--- src/rtl/core/gnea_pkg.sv ---
package gnea_pkg;

	// shared multiplier operand and product widths
	localparam int OPW   = 34;
	localparam int PRODW = 2 * OPW;

	// energy scale factors, unsigned Q0.32
	localparam logic [31:0] K_OSM  = 32'd2586859;
	localparam logic [31:0] K_SOLV = 32'd1293429;

	// register indexes of the configuration port
	typedef enum logic [2:0] {
		REG_GRID_SIZE = 3'd0,
		REG_C1        = 3'd1,
		REG_C2        = 3'd2,
		REG_C3        = 3'd3,
		REG_C4        = 3'd4,
		REG_C5        = 3'd5,
		REG_INV_VOL   = 3'd6,
		REG_ION_EN    = 3'd7
	} reg_idx_t;

	typedef logic signed [OPW-1:0]   mul_op_t;
	typedef logic signed [PRODW-1:0] mul_prod_t;

endpackage

--- src/rtl/core/gnea_mul.sv ---
module gnea_mul import gnea_pkg::*; (
	input  logic      clk,
	input  mul_op_t   a,
	input  mul_op_t   b,
	output mul_prod_t prod_q
);

	// one registered signed multiply per cycle
	always_ff @(posedge clk) begin
		prod_q <= a * b;
	end

endmodule

--- config.mk ---
export PLATFORM = sky130hd
export DESIGN_NAME = gnea_mul
export DESIGN_NICKNAME = d
export VERILOG_FILES = /design/src/rtl/core/gnea_pkg.sv /design/src/rtl/core/gnea_mul.sv
export SDC_FILE = /design/constraint.sdc
export NUM_CORES = 2
export LEC_CHECK = 0
export ABC_AREA = 1
export BUFFER_PORTS_ARGS = -buffer_cell sky130_fd_sc_hd__buf_2
export CORE_UTILIZATION = 35
export DETAILED_ROUTE_END_ITERATION = 16
export PLACE_DENSITY_LB_ADDON = 0.05
export SETUP_SLACK_MARGIN = 0.05
export SLEW_MARGIN = 20
export SYNTH_ARGS = -nofsm -noshare
export SYNTH_HDL_FRONTEND = slang
export SYNTH_SLANG_ARGS = --single-unit
--- constraint.sdc ---
create_clock -name clk -period 16.3 [get_ports clk]
set_input_delay 0 -clock clk [delete_from_list [all_inputs] [get_ports clk]]
set_output_delay 0 -clock clk [all_outputs]
set_load 0.01 [all_outputs]
==> metrics.md <==
| Metric | Value |
|---|---|
| Dpl ws | `8.39 ns` |
| TritonRoute pass-1 iters | `7` |
| Htree depth | `3` |
| Post-CTS Setup Repair Bufs | `0` |
| Fillcell total | `14,000` |
| CP endpoint kind | `flip-flop` |
| IO Pins | `137` |
| Relative slew slack | `around 22%` |
| Layout cells sized above 1 | `4.36%` |
| Main synth FF type | `dfxtp_1` |
| Crit path kind | `input port to flip-flop` |
| TritonCTS clock tree | `yes` |
| Synth Area in Compound Gates | `under 10%` |
| Die Height | `365 µm` |
| Max-cap violation count | `0` |
| Area share of the largest cell type after synthesis | `53.7%` |
| Num CTS Buffers | `9` |
| Via count | `around 34,000` |
| Xor/xnor cell area share of the yosys netlist | `less than 1%` |
| Worst Hold Launch | `a[0]` |
| Largest family of logic cells by synthesized area | `adder cells` |
| Detailed Place HPWL | `124,000 µm` |
| WHS Path Cells | `4` |
| All-Layer GR Usage | `23.5%` |
| Area share of and/or/nand/nor cells after synthesis | `16.6%` |
| Largest net degree at the start of global routing | `36` |
| Die W | `365 µm` |
| Via density | `4.47` |
| Most flop-heavy register | `prod_q` |
| Required time worst endpoint | `between 15 and 20 ns` |
| Avg Cell Area, Syn | `7.74 µm²` |
| Wire per inst | `19.4 µm` |
| Seq/Total Area, Yosys | `2.95%` |
| Adder and majority gate portion of the synthesized area | `between 50% and 60%` |
| Cell Area, Synth | `46,200 µm²` |
| CP arrival | `7.69 ns` |
| Setup TNS | `0 ns` |
| Setup Viol. Count Final | `0` |
| Antenna violations before repair | `8` |
| Hold path endpoint | `prod_q[0]` |
| RSZ-0062 raised after global routing | `no` |
| Status | `finished, final reports clean` |
| Clock-pin slew on the worst setup and hold paths | `0.06 ns` |
| Mux cell area share after synthesis | `0%` |
| Placer congestion estimate | `between 0.8 and 0.9` |
| CP max FO | `34` |
| Clock Sinks | `68` |
| # DRC | `0` |
| Final hold vios | `0` |
| FFs w/ async S/R, synth | `0%` |
| Grt ovf | `0` |
| Pins over their slew limit | `0` |
| Setup WS post-layout | `around 9 ns` |
| Vias in the first global route | `38,500` |
| Yosys top cell by area | `fa_1` |
| Top flop regs | `prod_q: 68 flops` |
| Clk root buf | `clkbuf_16` |
| CP Launch Type | `input port` |
| Max Freq | `134 MHz` |
| Area Overhead vs Synth | `5.37%` |
| CTS Hold Buffers Added | `0` |
| Slew @ Worst Pin | `1.16 ns` |
| Die area | `134,000 µm²` |
| Yosys cell types | `32` |
| Final worst path period need | `7.46 ns` |
| Starting density of the core | `35.5%` |
| Syn. warnings | `0` |
| PostCTS Resize Cnt | `0` |
| Number of nets in the layout | `between 7,000 and 8,000` |
| Ratio of final minimum period to clock period | `45.8%` |
| Core Region | `130,000 µm²` |
| Port buffer count | `around 140` |
| Synth area leaders | `fa_1, inv_1, nand2_1, ha_1, dfxtp_1` |
| First-pass GRT wire length | `233,000 µm` |
| Max reg flops | `between 60 and 70` |
| Number of synthesized flops with an enable pin | `0` |
| Synth Register Bits | `68` |
| Net Count, Synth | `7,486` |
| Final antenna-violating net count | `0` |
| Maximum clock insertion buffer count | `2` |
| Rows | `132` |
| HP Class | `input port to flip-flop` |
| Gate Count Post-Synth | `5,972` |
| DR iter-0 viols | `roughly 1,600` |
| Final wirelength | `148,000 µm` |
-- logic make-up (layout without fill, tap and decap cells) --
group | count (synthesis) | count (layout)
xor+xnor | 35 | 35
other cells | 0 | 2
simple gates | 1939 | 1939
buf+inv | 2390 | 2315
compound gates | 95 | 95
flops | 68 | 68
fa+ha+maj | 1445 | 1445
-- cells in the mapped netlist (18+ instances only) --
library cell and count:
xor2_1 33, ha_1 204, inv_1 2116, nand2_2 20
nand3_1 70, nand2_1 1661, a21oi_1 59, nand4_1 19
dfxtp_1 68, o21ai_0 18, fa_1 1241, nor2_1 115
clkbuf_1 269
-- routing by layer --
layer | routed length, µm | track usage, % | vias to the layer above
met5 | 44 | 0 | -
met4 | 3890 | 5.32 | 6
met2 | 78400 | 44.1 | 615
met3 | 4840 | 2.02 | 159
met1 | 61100 | 28.9 | 17500
li1 | - | - | 15800
-- worst max path at each step --
stage          slack (ns)         end  depth (start not counted)   from
5_1_grt              8.26  prod_q[60]                         24  b[11]
2_1_floorplan        9.48  prod_q[66]                         24  a[33]
3_3_place_gp         8.39  prod_q[54]                         26   b[8]
4_1_cts              8.74  prod_q[54]                         24   b[1]
3_5_place_dp         8.39  prod_q[54]                         24   b[1]
6_report             8.84  prod_q[54]                         26   b[8]
-- cell type report --
| cell class | instances | area, µm² | area share [%] |
|---|---|---|---|
| multi-input cells | 3514 | 35900 | 73.7 |
| inverters | 2119 | 7950 | 16.3 |
| well taps | 1742 | 2180 | 4.47 |
| flip-flops and latches | 68 | 1360 | 2.79 |
| repair buffers | 180 | 1010 | 2.08 |
| clock buffers | 10 | 239 | 0.491 |
| clock inverters | 6 | 63.8 | 0.131 |
| diodes | 2 | 5.00 | 0.0103 |
-- cells in the final DEF (no fill, tap or decap), types with 18 or more instances in the layout --
cell type	n
nor2_1	115
dfxtp_1	68
a21oi_1	59
buf_4	45
nand2_1	1661
inv_1	2116
o21ai_0	18
fa_1	1241
nand2_2	20
nand4_1	19
ha_1	204
xor2_1	33
buf_2	135
nand3_1	70
-- critical path, cell delays in order --
cell     delay [ns]
buf_2          0.74
nand2_1        0.21
inv_1          0.15
fa_1           0.43
inv_1          0.22
fa_1           0.54
inv_1          0.17
fa_1           0.48
fa_1           0.53
buf_4          0.33
fa_1           0.51
fa_1           0.54
fa_1           0.51
inv_1          0.05
fa_1           0.47
inv_1          0.04
ha_1           0.48
nand2_1        0.12
inv_1          0.09
nand2_1        0.14
nor3_2         0.26
nand2_1        0.12
nor3_1         0.20
nand2_1        0.13
nand4_1        0.08
nand2_1        0.10
-- metrics by stage --
| stage | hold WS, ns | util [%] | cells | area, µm² |
|---|---|---|---|---|
| after floorplan | 0.279 | - | 5972 | 46200 |
| after global placement | 0.396 | 37.1 | 7623 | 48400 |
| after detailed placement | 0.395 | 37.1 | 7623 | 48400 |
| after CTS | 0.161 | 37.4 | 7639 | 48700 |
| after global routing | 0.174 | 37.4 | 7641 | 48700 |
| final | 0.166 | 37.4 | 7641 | 48700 |
Power is left out: the tool's default activity adds up to more than one toggle a clock period on the data nets, which glitch-free logic cannot reach.
